[config.mk]
export PLATFORM = sky130hd
export DESIGN_NAME = lcd_char_writer_glyph_cache
export DESIGN_NICKNAME = d
export VERILOG_FILES = /design/src/rtl/lcw_pkg.sv /design/src/rtl/lcw_seq.sv /design/src/rtl/lcw_dp.sv /design/src/rtl/lcd_char_writer_glyph_cache.sv
export SDC_FILE = /design/constraint.sdc
export NUM_CORES = 1
export LEC_CHECK = 0
export BUFFER_PORTS_ARGS = -buffer_cell sky130_fd_sc_hd__buf_2
export CAP_MARGIN = 30
export CORE_MARGIN = 5
export CORE_UTILIZATION = 40
export DETAILED_ROUTE_END_ITERATION = 16
export HOLD_SLACK_MARGIN = 0.08
export PLACE_DENSITY_LB_ADDON = 0.05
export SYNTH_ARGS = -nofsm -noshare
export SYNTH_HDL_FRONTEND = slang
export SYNTH_SLANG_ARGS = --single-unit
[constraint.sdc]
create_clock -name clock -period 4.3 [get_ports clock]
set_input_delay 0.43 -clock clock [delete_from_list [all_inputs] [get_ports clock]]
set_output_delay 0.43 -clock clock [all_outputs]
set_load 0.01 [all_outputs]
[src/rtl/lcw_pkg.sv]
// Shared types, constants and lookup tables for the LCD character writer.
`timescale 1ns / 1ps
package lcw_pkg;

   localparam int CACHE_SLOTS = 8;
   localparam int LINE_CHARS  = 8;
   localparam int GLYPH_ROWS  = 8;
   localparam int GLYPH_COUNT = 30;
   localparam int ROM_GLYPHS  = 30;

   localparam int SLOT_W = 3;
   localparam int ROW_W  = $clog2(GLYPH_ROWS);
   localparam int PC_W   = 4;

   localparam logic [1:0] CMD_WRITE  = 2'd0;
   localparam logic [1:0] CMD_SETPOS = 2'd1;
   localparam logic [1:0] CMD_CLEAR  = 2'd2;
   localparam logic [1:0] CMD_INIT   = 2'd3;

   localparam logic [7:0] BYTE_CLEAR = 8'h01;
   localparam logic [7:0] BYTE_HOME  = 8'h02;
   localparam logic [7:0] BYTE_FUNC  = 8'h38;
   localparam logic [7:0] BYTE_DISP  = 8'h0E;
   localparam logic [7:0] BYTE_ENTRY = 8'h06;
   localparam logic [7:0] BYTE_DDRAM = 8'h80;
   localparam logic [7:0] BYTE_LINE2 = 8'hC0;
   localparam logic [7:0] BYTE_CGRAM = 8'h40;
   localparam logic [7:0] CGRAM_MASK = 8'hF8;
   localparam logic [7:0] SPACE_CHAR = 8'h20;
   localparam logic [6:0] LINE2_ADDR = 7'h40;

   // microcode step addresses
   localparam logic [PC_W-1:0] STEP_IDLE       = 4'd0;
   localparam logic [PC_W-1:0] STEP_RESOLVE    = 4'd1;
   localparam logic [PC_W-1:0] STEP_CG_ADDR    = 4'd2;
   localparam logic [PC_W-1:0] STEP_CG_ROW     = 4'd3;
   localparam logic [PC_W-1:0] STEP_RESTORE    = 4'd4;
   localparam logic [PC_W-1:0] STEP_CHAR       = 4'd5;
   localparam logic [PC_W-1:0] STEP_LINE2      = 4'd6;
   localparam logic [PC_W-1:0] STEP_SETPOS     = 4'd7;
   localparam logic [PC_W-1:0] STEP_CLEAR      = 4'd8;
   localparam logic [PC_W-1:0] STEP_INIT_CLEAR = 4'd9;
   localparam logic [PC_W-1:0] STEP_INIT_HOME  = 4'd10;
   localparam logic [PC_W-1:0] STEP_INIT_FUNC  = 4'd11;
   localparam logic [PC_W-1:0] STEP_INIT_DISP  = 4'd12;
   localparam logic [PC_W-1:0] STEP_INIT_ENTRY = 4'd13;
   localparam logic [PC_W-1:0] STEP_HOME       = 4'd14;

   typedef struct packed {
      logic [1:0] command;
      logic [7:0] char_code;
      logic [3:0] position;
   } req_payload_type;

   typedef struct packed {
      logic [7:0] ctrl_byte;
      logic       register_select;
      logic       long_wait;
      logic       last;
   } rsp_payload_type;

   typedef enum logic [2:0] {
      SRC_CONST, SRC_CHAR, SRC_CGRAM, SRC_ROW, SRC_CURSOR, SRC_POS
   } src_type;

   typedef enum logic [1:0] {
      LAST_NO, LAST_YES, LAST_NOWRAP
   } last_type;

   typedef enum logic [1:0] {
      CUR_KEEP, CUR_ZERO, CUR_POS, CUR_ADV
   } cur_op_type;

   typedef enum logic [2:0] {
      JMP_NEXT, JMP_GOTO, JMP_DISPATCH, JMP_NO_LOAD, JMP_ROW_MORE, JMP_NO_WRAP
   } jmp_type;

   typedef struct packed {
      logic            wait_req;
      logic            emit;
      src_type         src;
      logic [7:0]      const_byte;
      logic            rs;
      last_type        last;
      cur_op_type      cur_op;
      logic            slots_clear;
      logic            resolve;
      logic            row_inc;
      jmp_type         jmp;
      logic [PC_W-1:0] target;
   } uword_type;

   typedef struct packed {
      uword_type uw;
      logic      go;
   } seq_ctrl_type;

   typedef struct packed {
      logic load;
      logic row_more;
      logic wrap;
      logic out_ok;
   } dp_status_type;

   // glyph number for codes 128..255, 0 = no glyph
   localparam logic [4:0] CHAR_GLYPH_ROM [128] = '{
      5'd0, 5'd0, 5'd0, 5'd0, 5'd0, 5'd0, 5'd0, 5'd0,
      5'd0, 5'd0, 5'd0, 5'd0, 5'd0, 5'd0, 5'd0, 5'd0,
      5'd0, 5'd0, 5'd0, 5'd0, 5'd0, 5'd0, 5'd0, 5'd0,
      5'd0, 5'd0, 5'd0, 5'd0, 5'd0, 5'd0, 5'd0, 5'd0,
      5'd0, 5'd0, 5'd0, 5'd0, 5'd0, 5'd0, 5'd0, 5'd0,
      5'd0, 5'd1, 5'd0, 5'd2, 5'd0, 5'd0, 5'd3, 5'd0,
      5'd0, 5'd0, 5'd0, 5'd0, 5'd0, 5'd0, 5'd0, 5'd0,
      5'd0, 5'd4, 5'd0, 5'd5, 5'd0, 5'd0, 5'd6, 5'd0,
      5'd0, 5'd7, 5'd0, 5'd0, 5'd0, 5'd0, 5'd0, 5'd0,
      5'd8, 5'd9, 5'd0, 5'd0, 5'd10, 5'd11, 5'd0, 5'd12,
      5'd0, 5'd0, 5'd13, 5'd14, 5'd0, 5'd0, 5'd0, 5'd0,
      5'd15, 5'd16, 5'd17, 5'd0, 5'd0, 5'd18, 5'd0, 5'd0,
      5'd0, 5'd19, 5'd0, 5'd0, 5'd0, 5'd0, 5'd0, 5'd0,
      5'd20, 5'd21, 5'd0, 5'd0, 5'd22, 5'd23, 5'd0, 5'd24,
      5'd0, 5'd0, 5'd25, 5'd26, 5'd0, 5'd0, 5'd0, 5'd0,
      5'd27, 5'd28, 5'd29, 5'd0, 5'd0, 5'd30, 5'd0, 5'd0
   };

   // bitmap rows, GLYPH_ROWS per glyph, glyph 1 first
   localparam logic [4:0] GLYPH_ROW_ROM [ROM_GLYPHS * GLYPH_ROWS] = '{
      5'h0A, 5'h04, 5'h0F, 5'h10, 5'h0E, 5'h01, 5'h1E, 5'h00,
      5'h0A, 5'h04, 5'h1F, 5'h04, 5'h04, 5'h04, 5'h04, 5'h00,
      5'h0A, 5'h04, 5'h1F, 5'h02, 5'h04, 5'h08, 5'h1F, 5'h00,
      5'h0A, 5'h04, 5'h0F, 5'h10, 5'h0E, 5'h01, 5'h1E, 5'h00,
      5'h09, 5'h1D, 5'h08, 5'h08, 5'h08, 5'h09, 5'h06, 5'h00,
      5'h0A, 5'h04, 5'h1F, 5'h02, 5'h04, 5'h08, 5'h1F, 5'h00,
      5'h02, 5'h04, 5'h0E, 5'h11, 5'h1F, 5'h11, 5'h11, 5'h00,
      5'h0A, 5'h04, 5'h0E, 5'h10, 5'h10, 5'h11, 5'h0E, 5'h00,
      5'h02, 5'h04, 5'h1F, 5'h10, 5'h1F, 5'h10, 5'h1F, 5'h00,
      5'h0A, 5'h04, 5'h1F, 5'h10, 5'h1F, 5'h10, 5'h1F, 5'h00,
      5'h02, 5'h04, 5'h0E, 5'h04, 5'h04, 5'h04, 5'h0E, 5'h00,
      5'h0A, 5'h04, 5'h1E, 5'h11, 5'h11, 5'h11, 5'h1E, 5'h00,
      5'h0A, 5'h04, 5'h11, 5'h19, 5'h15, 5'h13, 5'h11, 5'h00,
      5'h02, 5'h04, 5'h0E, 5'h11, 5'h11, 5'h11, 5'h0E, 5'h00,
      5'h0A, 5'h04, 5'h1E, 5'h11, 5'h1E, 5'h14, 5'h12, 5'h00,
      5'h06, 5'h06, 5'h11, 5'h11, 5'h11, 5'h11, 5'h0E, 5'h00,
      5'h02, 5'h04, 5'h11, 5'h11, 5'h11, 5'h11, 5'h0E, 5'h00,
      5'h02, 5'h04, 5'h11, 5'h0A, 5'h04, 5'h04, 5'h04, 5'h00,
      5'h02, 5'h04, 5'h0E, 5'h01, 5'h0F, 5'h11, 5'h0F, 5'h00,
      5'h0A, 5'h04, 5'h0E, 5'h10, 5'h10, 5'h11, 5'h0E, 5'h00,
      5'h02, 5'h04, 5'h0E, 5'h11, 5'h1F, 5'h10, 5'h0E, 5'h00,
      5'h0A, 5'h04, 5'h0E, 5'h11, 5'h1F, 5'h10, 5'h0E, 5'h00,
      5'h02, 5'h04, 5'h0C, 5'h04, 5'h04, 5'h04, 5'h0E, 5'h00,
      5'h03, 5'h03, 5'h0A, 5'h16, 5'h12, 5'h16, 5'h0A, 5'h00,
      5'h0A, 5'h04, 5'h16, 5'h19, 5'h11, 5'h11, 5'h11, 5'h00,
      5'h02, 5'h04, 5'h0E, 5'h11, 5'h11, 5'h11, 5'h0E, 5'h00,
      5'h0A, 5'h04, 5'h16, 5'h19, 5'h10, 5'h10, 5'h10, 5'h00,
      5'h06, 5'h06, 5'h11, 5'h11, 5'h11, 5'h13, 5'h0D, 5'h00,
      5'h02, 5'h04, 5'h11, 5'h11, 5'h11, 5'h13, 5'h0D, 5'h00,
      5'h02, 5'h04, 5'h11, 5'h11, 5'h0F, 5'h01, 5'h0E, 5'h00
   };

endpackage

[src/rtl/lcw_seq.sv]
// Microcode sequencer: step counter, control ROM and jump logic.
`timescale 1ns / 1ps
module lcw_seq
   import lcw_pkg::*;
(
   input  logic            clock,
   input  logic            reset,
   input  logic            req_valid,
   input  req_payload_type req_payload,
   output logic            req_stall,
   input  dp_status_type   status,
   output seq_ctrl_type    ctrl
);

   function automatic uword_type ucode_rom(input logic [PC_W-1:0] pc);
      uword_type w;
      w = '{wait_req: 1'b0, emit: 1'b0, src: SRC_CONST, const_byte: 8'h00, rs: 1'b0,
            last: LAST_NO, cur_op: CUR_KEEP, slots_clear: 1'b0, resolve: 1'b0,
            row_inc: 1'b0, jmp: JMP_GOTO, target: STEP_IDLE};
      unique case (pc)
         STEP_IDLE: begin
            w.wait_req = 1'b1;
            w.jmp      = JMP_DISPATCH;
         end
         STEP_RESOLVE: begin
            w.resolve = 1'b1;
            w.jmp     = JMP_NO_LOAD;
            w.target  = STEP_CHAR;
         end
         STEP_CG_ADDR: begin
            w.emit = 1'b1;
            w.src  = SRC_CGRAM;
            w.jmp  = JMP_NEXT;
         end
         STEP_CG_ROW: begin
            w.emit    = 1'b1;
            w.src     = SRC_ROW;
            w.rs      = 1'b1;
            w.row_inc = 1'b1;
            w.jmp     = JMP_ROW_MORE;
            w.target  = STEP_CG_ADDR;
         end
         STEP_RESTORE: begin
            w.emit = 1'b1;
            w.src  = SRC_CURSOR;
            w.jmp  = JMP_NEXT;
         end
         STEP_CHAR: begin
            w.emit   = 1'b1;
            w.src    = SRC_CHAR;
            w.rs     = 1'b1;
            w.last   = LAST_NOWRAP;
            w.cur_op = CUR_ADV;
            w.jmp    = JMP_NO_WRAP;
            w.target = STEP_IDLE;
         end
         STEP_LINE2: begin
            w.emit       = 1'b1;
            w.const_byte = BYTE_LINE2;
            w.last       = LAST_YES;
         end
         STEP_SETPOS: begin
            w.emit   = 1'b1;
            w.src    = SRC_POS;
            w.last   = LAST_YES;
            w.cur_op = CUR_POS;
         end
         STEP_CLEAR: begin
            w.emit       = 1'b1;
            w.const_byte = BYTE_CLEAR;
            w.target     = STEP_HOME;
         end
         STEP_INIT_CLEAR: begin
            w.emit       = 1'b1;
            w.const_byte = BYTE_CLEAR;
            w.jmp        = JMP_NEXT;
         end
         STEP_INIT_HOME: begin
            w.emit       = 1'b1;
            w.const_byte = BYTE_HOME;
            w.jmp        = JMP_NEXT;
         end
         STEP_INIT_FUNC: begin
            w.emit       = 1'b1;
            w.const_byte = BYTE_FUNC;
            w.jmp        = JMP_NEXT;
         end
         STEP_INIT_DISP: begin
            w.emit       = 1'b1;
            w.const_byte = BYTE_DISP;
            w.jmp        = JMP_NEXT;
         end
         STEP_INIT_ENTRY: begin
            w.emit       = 1'b1;
            w.const_byte = BYTE_ENTRY;
            w.jmp        = JMP_NEXT;
         end
         STEP_HOME: begin
            w.emit        = 1'b1;
            w.const_byte  = BYTE_DDRAM;
            w.last        = LAST_YES;
            w.cur_op      = CUR_ZERO;
            w.slots_clear = 1'b1;
         end
         default: begin
            w.jmp = JMP_GOTO;
         end
      endcase
      return w;
   endfunction

   logic [PC_W-1:0] pc_ff, pc_in;
   uword_type       uw;
   logic            go;
   logic [PC_W-1:0] dispatch;

   assign uw = ucode_rom(pc_ff);

   // a step completes when its handshake (if any) lets it
   always_comb begin
      if (uw.wait_req) begin
         go = req_valid;
      end else if (uw.emit) begin
         go = status.out_ok;
      end else begin
         go = 1'b1;
      end
   end

   always_comb begin
      unique case (req_payload.command)
         CMD_WRITE:  dispatch = STEP_RESOLVE;
         CMD_SETPOS: dispatch = STEP_SETPOS;
         CMD_CLEAR:  dispatch = STEP_CLEAR;
         CMD_INIT:   dispatch = STEP_INIT_CLEAR;
         default:    dispatch = STEP_IDLE;
      endcase
   end

   always_comb begin
      pc_in = pc_ff;
      if (go) begin
         unique case (uw.jmp)
            JMP_NEXT:     pc_in = pc_ff + 1'b1;
            JMP_GOTO:     pc_in = uw.target;
            JMP_DISPATCH: pc_in = dispatch;
            JMP_NO_LOAD:  pc_in = status.load ? pc_ff + 1'b1 : uw.target;
            JMP_ROW_MORE: pc_in = status.row_more ? uw.target : pc_ff + 1'b1;
            JMP_NO_WRAP:  pc_in = status.wrap ? pc_ff + 1'b1 : uw.target;
            default:      pc_in = STEP_IDLE;
         endcase
      end
   end

   always_ff @(posedge clock) begin
      if (reset) begin
         pc_ff <= STEP_IDLE;
      end else begin
         pc_ff <= pc_in;
      end
   end

   assign req_stall = !uw.wait_req;
   assign ctrl.uw   = uw;
   assign ctrl.go   = go;

   // a transaction's final write always hands control back to the idle step
   assert property (@(posedge clock) disable iff (reset)
      go && uw.emit && uw.last == LAST_YES |=> pc_ff == STEP_IDLE)
      else $error("sequencer did not return to idle after final write");

   // new requests are only taken between transactions
   assert property (@(posedge clock) disable iff (reset)
      req_valid && !req_stall |=> pc_ff != STEP_IDLE || $past(pc_ff) == STEP_IDLE)
      else $error("request accepted outside idle step");

endmodule

[src/rtl/lcw_dp.sv]
// Datapath: request latch, cursor, glyph slot table, ROM lookups, output register.
`timescale 1ns / 1ps
module lcw_dp
   import lcw_pkg::*;
(
   input  logic            clock,
   input  logic            reset,
   input  req_payload_type req_payload,
   input  seq_ctrl_type    ctrl,
   output dp_status_type   status,
   output logic            rsp_valid,
   input  logic            rsp_stall,
   output rsp_payload_type rsp_payload
);

   req_payload_type item_ff;
   logic [6:0]       cursor_ff, cursor_in;
   logic [4:0]       glyph_slots_ff [CACHE_SLOTS];
   logic [7:0]       char_ff;
   logic [SLOT_W-1:0] slot_ff;
   logic [4:0]       glyph_ff;
   logic [ROW_W-1:0] row_ff;
   logic             rsp_valid_ff, rsp_valid_in;
   rsp_payload_type  rsp_data_ff, rsp_data_in;

   logic [4:0]        glyph;
   logic              glyph_ok;
   logic              hit, free_found;
   logic [SLOT_W-1:0] hit_idx, free_idx;
   logic [7:0]        resolved;
   logic              load;
   logic [6:0]        cursor_next;
   logic              wrap;
   logic [6:0]        pos_ext, pos_addr;
   logic [7:0]        out_byte;
   logic              out_last;
   logic              out_ok;
   logic [7:0]        row_index;
   logic [4:0]        glyph_base;

   // glyph lookup and slot search for the latched character
   assign glyph    = CHAR_GLYPH_ROM[item_ff.char_code[6:0]];
   assign glyph_ok = item_ff.char_code[7] && glyph != 5'd0 &&
                     glyph <= 5'(GLYPH_COUNT) && glyph <= 5'(ROM_GLYPHS);

   always_comb begin
      hit        = 1'b0;
      hit_idx    = '0;
      free_found = 1'b0;
      free_idx   = '0;
      // downward scan so the lowest slot wins
      for (int i = CACHE_SLOTS - 1; i >= 0; i--) begin
         if (glyph_slots_ff[i] == glyph) begin
            hit     = 1'b1;
            hit_idx = SLOT_W'(i);
         end
         if (glyph_slots_ff[i] == 5'd0) begin
            free_found = 1'b1;
            free_idx   = SLOT_W'(i);
         end
      end
   end

   always_comb begin
      load = 1'b0;
      if (!glyph_ok) begin
         resolved = item_ff.char_code;
      end else if (hit) begin
         resolved = 8'(hit_idx);
      end else if (free_found) begin
         resolved = 8'(free_idx);
         load     = 1'b1;
      end else begin
         resolved = SPACE_CHAR;
      end
   end

   assign cursor_next = cursor_ff + 7'd1;
   assign wrap        = cursor_next == 7'(LINE_CHARS);

   always_comb begin
      pos_ext = 7'(item_ff.position);
      if (pos_ext < 7'(LINE_CHARS)) begin
         pos_addr = pos_ext;
      end else begin
         pos_addr = LINE2_ADDR + pos_ext - 7'(LINE_CHARS);
      end
   end

   assign glyph_base = glyph_ff - 5'd1;
   assign row_index  = {glyph_base, row_ff};

   always_comb begin
      unique case (ctrl.uw.src)
         SRC_CONST:  out_byte = ctrl.uw.const_byte;
         SRC_CHAR:   out_byte = char_ff;
         SRC_CGRAM:  out_byte = ((BYTE_CGRAM | {2'b00, slot_ff, 3'b000}) & CGRAM_MASK)
                                | 8'(row_ff);
         SRC_ROW:    out_byte = 8'(GLYPH_ROW_ROM[row_index]);
         SRC_CURSOR: out_byte = BYTE_DDRAM | {1'b0, cursor_ff};
         SRC_POS:    out_byte = BYTE_DDRAM | {1'b0, pos_addr};
         default:    out_byte = 8'h00;
      endcase
   end

   always_comb begin
      unique case (ctrl.uw.last)
         LAST_NO:     out_last = 1'b0;
         LAST_YES:    out_last = 1'b1;
         LAST_NOWRAP: out_last = !wrap;
         default:     out_last = 1'b0;
      endcase
   end

   assign out_ok = !rsp_valid_ff || !rsp_stall;

   always_comb begin
      rsp_data_in.ctrl_byte       = out_byte;
      rsp_data_in.register_select = ctrl.uw.rs;
      rsp_data_in.long_wait       = !ctrl.uw.rs &&
                                    (out_byte == BYTE_CLEAR || out_byte == BYTE_HOME);
      rsp_data_in.last            = out_last;
   end

   always_comb begin
      if (ctrl.go && ctrl.uw.emit) begin
         rsp_valid_in = 1'b1;
      end else if (rsp_stall) begin
         rsp_valid_in = rsp_valid_ff;
      end else begin
         rsp_valid_in = 1'b0;
      end
   end

   always_comb begin
      cursor_in = cursor_ff;
      if (ctrl.go) begin
         unique case (ctrl.uw.cur_op)
            CUR_KEEP: cursor_in = cursor_ff;
            CUR_ZERO: cursor_in = 7'd0;
            CUR_POS:  cursor_in = pos_addr;
            CUR_ADV:  cursor_in = wrap ? LINE2_ADDR : cursor_next;
            default:  cursor_in = cursor_ff;
         endcase
      end
   end

   always_ff @(posedge clock) begin
      if (reset) begin
         rsp_valid_ff <= 1'b0;
         cursor_ff    <= 7'd0;
         for (int i = 0; i < CACHE_SLOTS; i++) begin
            glyph_slots_ff[i] <= 5'd0;
         end
      end else begin
         rsp_valid_ff <= rsp_valid_in;
         cursor_ff    <= cursor_in;
         if (ctrl.go && ctrl.uw.slots_clear) begin
            for (int i = 0; i < CACHE_SLOTS; i++) begin
               glyph_slots_ff[i] <= 5'd0;
            end
         end else if (ctrl.go && ctrl.uw.resolve && load) begin
            glyph_slots_ff[free_idx] <= glyph;
         end
      end
   end

   always_ff @(posedge clock) begin
      if (ctrl.go && ctrl.uw.wait_req) begin
         item_ff <= req_payload;
      end
      if (ctrl.go && ctrl.uw.resolve) begin
         char_ff  <= resolved;
         slot_ff  <= free_idx;
         glyph_ff <= glyph;
         row_ff   <= '0;
      end else if (ctrl.go && ctrl.uw.row_inc) begin
         row_ff <= row_ff + 1'b1;
      end
      if (ctrl.go && ctrl.uw.emit) begin
         rsp_data_ff <= rsp_data_in;
      end
   end

   assign status.load     = load;
   assign status.row_more = row_ff != ROW_W'(GLYPH_ROWS - 1);
   assign status.wrap     = wrap;
   assign status.out_ok   = out_ok;

   assign rsp_valid   = rsp_valid_ff;
   assign rsp_payload = rsp_data_ff;

   assert property (@(posedge clock) disable iff (reset)
      $rose(rsp_valid_ff) |-> $past(ctrl.go && ctrl.uw.emit))
      else $error("result appeared without an emitting step");

   assert property (@(posedge clock) disable iff (reset)
      ctrl.go && ctrl.uw.emit && ctrl.uw.src == SRC_ROW |->
         glyph_ff != 5'd0 && glyph_ff <= 5'(GLYPH_COUNT))
      else $error("bitmap row read for an invalid glyph");

   assert property (@(posedge clock) disable iff (reset)
      ctrl.go && ctrl.uw.row_inc && !status.row_more |=> row_ff == '0)
      else $error("row counter not back at zero after glyph load");

endmodule

[src/rtl/lcd_char_writer_glyph_cache.sv]
// Top level of the LCD character writer with custom-glyph cache.
//
// Request channel (req_*): one transaction carries a command (write character,
// set position, clear, initialize) with a character code and a position.
// Result channel (rsp_*): one transaction per raw controller write: byte,
// register select, long-wait flag (clear/home commands) and a last flag that
// marks the final write of the request.
// Requests are taken only between requests; the output register lets the
// next request be accepted while the final write still waits to be taken.
// Steps per request (one write per emitting step): set position writes the
// DDRAM address; clear writes clear, then DDRAM address 0; initialize writes
// clear, home, function set, display, entry mode, then DDRAM address 0; a
// character hit or plain character has the cache lookup step, then the
// character write (and a line change on wrap); a miss adds 16 CGRAM writes
// and a cursor restore between the lookup and the character write.
// A stalled result holds the sequencer on its current emitting step.
// Reset (synchronous) puts the cursor at 0, empties all cache slots and
// returns the sequencer to its idle step; no clearing pass is needed.
`timescale 1ns / 1ps
module lcd_char_writer_glyph_cache
   import lcw_pkg::*;
(
   input  logic            clock,
   input  logic            reset,
   input  logic            req_valid,
   output logic            req_stall,
   input  req_payload_type req_payload,
   output logic            rsp_valid,
   input  logic            rsp_stall,
   output rsp_payload_type rsp_payload
);

   seq_ctrl_type  ctrl;
   dp_status_type status;

   lcw_seq u_seq (
      .clock       (clock),
      .reset       (reset),
      .req_valid   (req_valid),
      .req_payload (req_payload),
      .req_stall   (req_stall),
      .status      (status),
      .ctrl        (ctrl)
   );

   lcw_dp u_dp (
      .clock       (clock),
      .reset       (reset),
      .req_payload (req_payload),
      .ctrl        (ctrl),
      .status      (status),
      .rsp_valid   (rsp_valid),
      .rsp_stall   (rsp_stall),
      .rsp_payload (rsp_payload)
   );

endmodule
==> run_results.csv, run 1 <==
group,metric,value,unit
place,gp_congestion,0.906,
min_path,holdPathStages,1,
power,power.total,4.87,mW
clocking,cts_buffers,9,
timing,timing.final.crit_share,92.9,%
timing,tightest_slew,0.893,ns
timing,slew_violations,0,
routing,vias_per_cell,6.25,
timing,setup_tns,0,ns
routing,vias,6723,
grt,overflow,0,
timing,fmax,250,MHz
setup_path,worstPathMaxFanout,10,
grt,grt_antenna_before_repair,0,
synth,yosys.area_share.simple,23.4,%
routing,drt_first_pass_iters,5,
cells_and_area,final_util,45.3,%
cells_and_area,final_nets,884,
timing,fin_skew,0.0177,ns
place,port-buffer-count,30,
place,postPlaceCellArea,7860,um2
setup_path,crit_type,"flip-flop to flip-flop",
clocking,cts_tree,"done",
power,pwr_density_cell,597,nW/um2
grt,grt_pass1_wl,35100,um
place,dpl.hpwl,16300,um
synth,yosys_most_used_dff,"edfxtp_1",
die,placement_rows,49,
routing,wl_per_cell,20.2,um
timing,rsz0062_at_grt,"no",
synth,synth-seq-cells,94,
synth,ys_async_sr_fraction,0,%
synth,ys_seq_area_share,36.3,%
timing,period_minus_slack,3.99,ns
clocking,post_cts_resized,0,
cells_and_area,final_layout_size_suffix_gt1_share,16.3,%
die,fp.dieH,146,um
min_path,min_from,"req_payload[3]",
synth,yosys.area_share.xor_xnor,3.45,%
clocking,clock_latency,0.35,ns
cells_and_area,syn_to_final_growth,11.0,%
clocking,clockRootBuffer,"clkbuf_16",
synth,synth_fa_ha_area_share,4.08,%
place,place_ws,0.324,ns
cells_and_area,diodes,0,
setup_path,rrSetupSlack,0.31,ns
timing,worst_slack,0.307,ns
clocking,cts_max_path_buffers,2,
clocking,clk_pin_slew,0.07,ns
min_path,min_to,"u_dp.item_ff[3]$_DFFE_PP_",
clocking,clkSinkCount,94,
synth,synth_fp_nets,863,
clocking,cts_hold_buffers,0,
die,floorplan.initialDensity,40.8,%
timing,slew_headroom,40.3,%
die,io_pins,31,
synth,synth.avg_cell_area,8.96,um2
clocking,cts_setup_buffers,0,
setup_path,reg2reg_from,"u_dp.item_ff[4]$_DFFE_PP_",
outcome,status,"completed",
synth,synth_compound_area_share,22.5,%
synth,syn_area,7360,um2
setup_path,reg2regPathDepth,9,
cells_and_area,final_cells,1076,
min_path,min_path_type,"input pin to flip-flop",
setup_path,cp.arrival,4.00,ns
synth,synthMuxAreaShare,4.25,%
synth,yosysUniqueCellTypes,85,
power,ir_worst_vdd,0.263,mV
synth,synth-edff-count,79,
job,timing.max_cap.violations,0,
timing,setup_viol,0,
timing,worst_hold_slack,0.251,ns
synth,syn_inst,821,
setup_path,end_kind,"flip-flop",
routing,antenna_left,0,
die,core_area,18000,um2
die,dieArea,21200,um2
grt,grt_max_degree,42,
routing,drtIter0Drc,702,
synth,ys_warn_count,0,
grt,grt_pass1_vias,6521,
routing,drc,0,
grt,grt_usage,20.1,%
setup_path,worstPathRequired,4.30,ns
setup_path,rr_endpoint,"u_dp.glyph_slots_ff[4][1]$_SDFFCE_PN0P_",
place,dp_cells,1060,
clocking,htreeDepth,3,
synth,synth_top_family_by_area,"simple AND/OR/NAND/NOR gates",
timing,finalHoldViolCount,0,
setup_path,crit_path_start_kind,"flip-flop",
cells_and_area,design_area,8160,um2
power,power_leakage,2.94,nW
routing,drt-total-wl,21800,um
die,die_w,146,um
-- area by class of cell --
cell class	count	area (um2)
multi-input combinational	628	4270
tap	229	287
sequential	94	2670
fill	1764	9860
clock inverter	7	78.8
timing repair buffer	79	518
inverter	30	113
clock buffer	9	225
-- per-layer routing --
metal	global-route usage [%]	vias to the layer above	wire, um
met5	0	-	0
met4	7.51	0	731
met3	3.64	58	1120
met2	33.7	258	10500
met1	25.9	3215	9410
li1	-	3192	-
-- flip-flops by register name (all words and copies together) (netlist names) --
register / cells
u_dp.row_ff: 3
u_dp.glyph_slots_ff: 40
u_dp.rsp_valid: 1
u_dp.cursor_ff: 7
u_seq.pc_ff: 4
u_dp.rsp_payload: 11
u_dp.item_ff: 12
u_dp.char_ff: 8
u_dp.glyph_ff: 5
u_dp.slot_ff: 3
-- synthesized netlist by cell type (19+ instances only) --
| master | n | share of area (%) |
|---|---|---|
| nand2b_1 | 19 | 1.6 |
| o21ai_0 | 42 | 2.9 |
| a31oi_1 | 20 | 1.7 |
| nor2_1 | 63 | 3.2 |
| nor3_1 | 43 | 2.9 |
| nand2_1 | 56 | 2.9 |
| ha_1 | 24 | 4.1 |
| a21oi_1 | 36 | 2.4 |
| o211ai_1 | 23 | 2.3 |
| clkbuf_1 | 43 | 2.2 |
| edfxtp_1 | 79 | 32 |
| inv_1 | 27 | 1.4 |
| nand3_1 | 21 | 1.4 |
-- cells in the final DEF (no fill, tap or decap), drive strengths merged, types with 6 or more instances in the layout --
| cell type | instances |
|---|---|
| nor3b | 7 |
| nand3 | 21 |
| clkbuf | 9 |
| nor3 | 53 |
| a31o | 6 |
| edfxtp | 79 |
| ha | 24 |
| and4 | 7 |
| o211ai | 24 |
| xnor2 | 11 |
| xor2 | 18 |
| a221oi | 6 |
| nor2b | 12 |
| nor4 | 10 |
| or4 | 14 |
| and3 | 7 |
| a31oi | 20 |
| nor2 | 63 |
| a22oi | 8 |
| dfxtp | 15 |
| buf | 79 |
| o31ai | 9 |
| a21o | 6 |
| mux2i | 14 |
| a211oi | 16 |
| nand2b | 19 |
| nand4 | 13 |
| o21ai | 45 |
| nand2 | 56 |
| inv | 30 |
| and2 | 6 |
| a21oi | 38 |
-- worst max path at each step --
stage               slack [ns]  cells after the start                                      end                       from
finish                    0.31                      9  u_dp.glyph_slots_ff[4][1]$_SDFFCE_PN0P_  u_dp.item_ff[4]$_DFFE_PP_
global route              0.09                      9  u_dp.glyph_slots_ff[6][0]$_SDFFCE_PN0P_  u_dp.item_ff[4]$_DFFE_PP_
detailed placement        0.32                     11  u_dp.glyph_slots_ff[4][4]$_SDFFCE_PN0P_  u_dp.item_ff[4]$_DFFE_PP_
CTS                       0.31                     11  u_dp.glyph_slots_ff[4][1]$_SDFFCE_PN0P_  u_dp.item_ff[4]$_DFFE_PP_
global placement          0.41                     10  u_dp.glyph_slots_ff[4][4]$_SDFFCE_PN0P_  u_dp.item_ff[4]$_DFFE_PP_
floorplan                 0.50                     14  u_dp.glyph_slots_ff[0][0]$_SDFFCE_PN0P_  u_dp.item_ff[5]$_DFFE_PP_
-- power by group --
part	total (mW)	internal [mW]	switching, mW	leakage (nW)
combinational	2.64	1.01	1.63	1.89
clock	0.824	0.458	0.366	0.144
sequential	1.40	1.24	0.168	0.902
total	4.87	2.70	2.17	2.94
-- cell families (layout without fill, tap and decap cells) --
logic type / after synthesis / count (layout)
adders and majority gates: 24 / 24
xor gates and xnor gates: 29 / 29
buffers and inverters: 99 / 125
AOI/OAI and AO/OA: 236 / 236
DFF: 94 / 94
muxes: 24 / 24
and+or+nand+nor: 315 / 315
-- worst max-delay path, cell delays in order, from the launching register on --
cell and delay (ns):
edfxtp_1 0.48, ha_1 0.28, or3b_4 0.43, a21oi_2 0.48, nor4_1 0.11, o211ai_1 0.23
nor4b_1 0.12, or4b_1 0.50, or4_4 0.60, o21ai_1 0.41
Power figures use the tool's default switching activity.
==> run 2: changes to the inputs <==
CORE_UTILIZATION = 55   (was 40)
clock period = 3.35 ns   (was 4.3 ns; I/O delays follow)
==> run 2 against run 1 <==
Net effect:
- the flow now finishes with violations (setup timing)
- non-clock buffer count rose by 74
- first-iteration DRC count rose by 12%
- critical path depth rose by 1
- register-to-register slack got worse by 0.49 ns
==> run_results.csv, run 2 (same netlist as run 1, synthesis figures left out) <==
group,metric,value,unit
clocking,clk_pin_slew,0.07,ns
cells_and_area,diodes,0,
cells_and_area,layout_commonest_cell,"buf_4",
clocking,cts_buffers,9,
place,port-buffer-count,30,
power,power_leakage,3.35,nW
place,gp_congestion,0.930,
min_path,min_from,"req_payload[11]",
setup_path,crit_path_start_kind,"flip-flop",
cells_and_area,regMostFlops,"u_dp.glyph_slots_ff",
clocking,clkSinkCount,94,
timing,setup_viol,51,
timing,period_minus_slack,3.53,ns
routing,drt_first_pass_iters,7,
timing,rsz0062_at_grt,"yes",
setup_path,max_stage_delay,0.55,ns
setup_path,end_kind,"flip-flop",
timing,setup_tns,-5.51,ns
power,pwr_density_cell,752,nW/um2
routing,wl_per_cell,20.0,um
timing,slew_violations,0,
setup_path,worstPathRequired,3.40,ns
power,clkPwrFrac,14.7,%
clocking,cts_max_path_buffers,2,
die,floorplan.initialDensity,55.8,%
routing,antenna_left,0,
power,power.total,6.72,mW
setup_path,rr_endpoint,"u_dp.glyph_slots_ff[0][1]$_SDFFCE_PN0P_",
min_path,min_path_type,"input pin to flip-flop",
die,io_pins,31,
power,switching_share,43.7,%
timing,worst_slack,-0.185,ns
die,die_w,126,um
timing,fin_skew,0.0144,ns
job,timing.max_cap.violations,0,
timing,tightest_slew,0.832,ns
grt,overflow,0,
clocking,htreeDepth,3,
die,core_area,13200,um2
setup_path,crit_type,"flip-flop to flip-flop",
place,dpl.hpwl,16200,um
die,fp.dieH,126,um
grt,grt_pass1_wl,35300,um
cells_and_area,final_nets,958,
clocking,clock_latency,0.35,ns
grt,grt_antenna_before_repair,0,
timing,worst_hold_slack,0.154,ns
grt,grt_usage,27.5,%
outcome,status,"complete, but fails checks",
power,comb_power_share,59.5,%
cells_and_area,final_layout_size_suffix_gt1_share,25.8,%
power,ir_worst_vdd,0.466,mV
cells_and_area,largest_reg_flops,40,
clocking,cts_tree,"done",
power,intPower,3.78,mW
setup_path,cp.arrival,3.58,ns
die,dieArea,15800,um2
clocking,cts_hold_buffers,0,
setup_path,critPathBufInv,1,
routing,vias_per_cell,6.53,
setup_path,worstPathMaxFanout,6,
setup_path,rrSetupSlack,-0.18,ns
die,placement_rows,42,
grt,grt_pass1_vias,6833,
cells_and_area,syn_to_final_growth,21.5,%
timing,timing.final.crit_share,106,%
routing,drtIter0Drc,788,
timing,fmax,283,MHz
min_path,holdPathStages,1,
cells_and_area,most-common-layout-cells,"buf_4 (113), edfxtp_1 (79), nor2_1 (62)",
timing,finalHoldViolCount,0,
grt,grt_max_degree,42,
clocking,clockRootBuffer,"clkbuf_16",
outcome,violations,"setup timing",
routing,drc,0,
power,p_seq_share,25.8,%
routing,drt-total-wl,21900,um
setup_path,crit_chain,"inv_2, ha_2, mux2i_2, o32ai_2, o2111ai_4, xor2_1, nor4b_2, or4b_4, or4_4, o21ai_4",
power,netSwitchingPower,2.94,mW
setup_path,crit_path_top_delay_cell,"or4b_4",
min_path,min_to,"u_dp.item_ff[11]$_DFFE_PP_",
setup_path,reg2reg_from,"u_dp.item_ff[4]$_DFFE_PP_",
setup_path,critPathTopFamily,"simple AND/OR/NAND/NOR gates",
timing,slew_headroom,44.5,%
setup_path,reg2regPathDepth,10,
routing,vias,7160,
[run 2: worst reg2reg max path: stages, from the launching register on]
cell       delay (ns)
edfxtp_1         0.48
inv_2            0.12
ha_2             0.23
mux2i_2          0.10
o32ai_2          0.32
o2111ai_4        0.23
xor2_1           0.22
nor4b_2          0.20
or4b_4           0.55
or4_4            0.53
o21ai_4          0.25
[run 2: timing repair]
item / 4_1_cts / 5_1_grt
resized for setup: 14 / 12
buffers inserted: 4 / 6
endpoints found under the setup margin: 77 / 84
pin swaps: 2 / 0
gates cloned: 0 / 0
[run 2: layer usage]
layer  up-vias  share of wire, %  global-route usage, %  routed length [um]
li1       3345                 -                      -                   -
met1      3416                40                   33.7                8820
met2       327                51                   49.1               11200
met3        72               5.4                   4.95                1200
met4         0               3.3                   8.67                 727
met5         -                 0                      0                   0
[run 2: through the flow]
stage	setup WS [ns]	cell area, um2	util (%)	cells
floorplan	-0.178	7490	-	821
finish	-0.185	8940	67.8	1097
global placement	-0.286	8440	64.0	1070
CTS	-0.182	8830	67.0	1090
detailed placement	-0.280	8440	64.0	1070
global route	-0.336	8940	67.8	1097
[run 2: worst max path at each step]
stage                                          from                                       to  slack, ns  depth (start not counted)
final                     u_dp.item_ff[4]$_DFFE_PP_  u_dp.glyph_slots_ff[0][1]$_SDFFCE_PN0P_      -0.18                         10
after global routing      u_dp.item_ff[4]$_DFFE_PP_  u_dp.glyph_slots_ff[0][1]$_SDFFCE_PN0P_      -0.34                         11
after CTS                 u_dp.item_ff[5]$_DFFE_PP_  u_dp.glyph_slots_ff[0][1]$_SDFFCE_PN0P_      -0.18                         11
after detailed placement  u_dp.item_ff[4]$_DFFE_PP_  u_dp.glyph_slots_ff[5][1]$_SDFFCE_PN0P_      -0.28                         12
after global placement    u_dp.item_ff[4]$_DFFE_PP_  u_dp.glyph_slots_ff[5][1]$_SDFFCE_PN0P_      -0.29                         12
after floorplan           u_dp.item_ff[5]$_DFFE_PP_  u_dp.glyph_slots_ff[4][0]$_SDFFCE_PN0P_      -0.18                         14
[run 2: layout make-up]
type / instances / area, um2
clock inverter: 6 / 52.6
tap: 176 / 220
sequential: 94 / 2670
inverter: 30 / 115
fill: 1116 / 4250
clock buffer: 10 / 229
timing repair buffer: 153 / 1150
multi-input combinational: 628 / 4500
[run 2: power groups by stage]
stage	Combinational (mW)	Sequential (mW)	Clock, mW
after floorplan	2.46	1.75	0
after global placement	3.69	1.74	0
after detailed placement	3.76	1.75	0
after CTS	3.86	1.73	0.998
after global routing	4.32	1.76	1.05
final	4.00	1.73	0.986
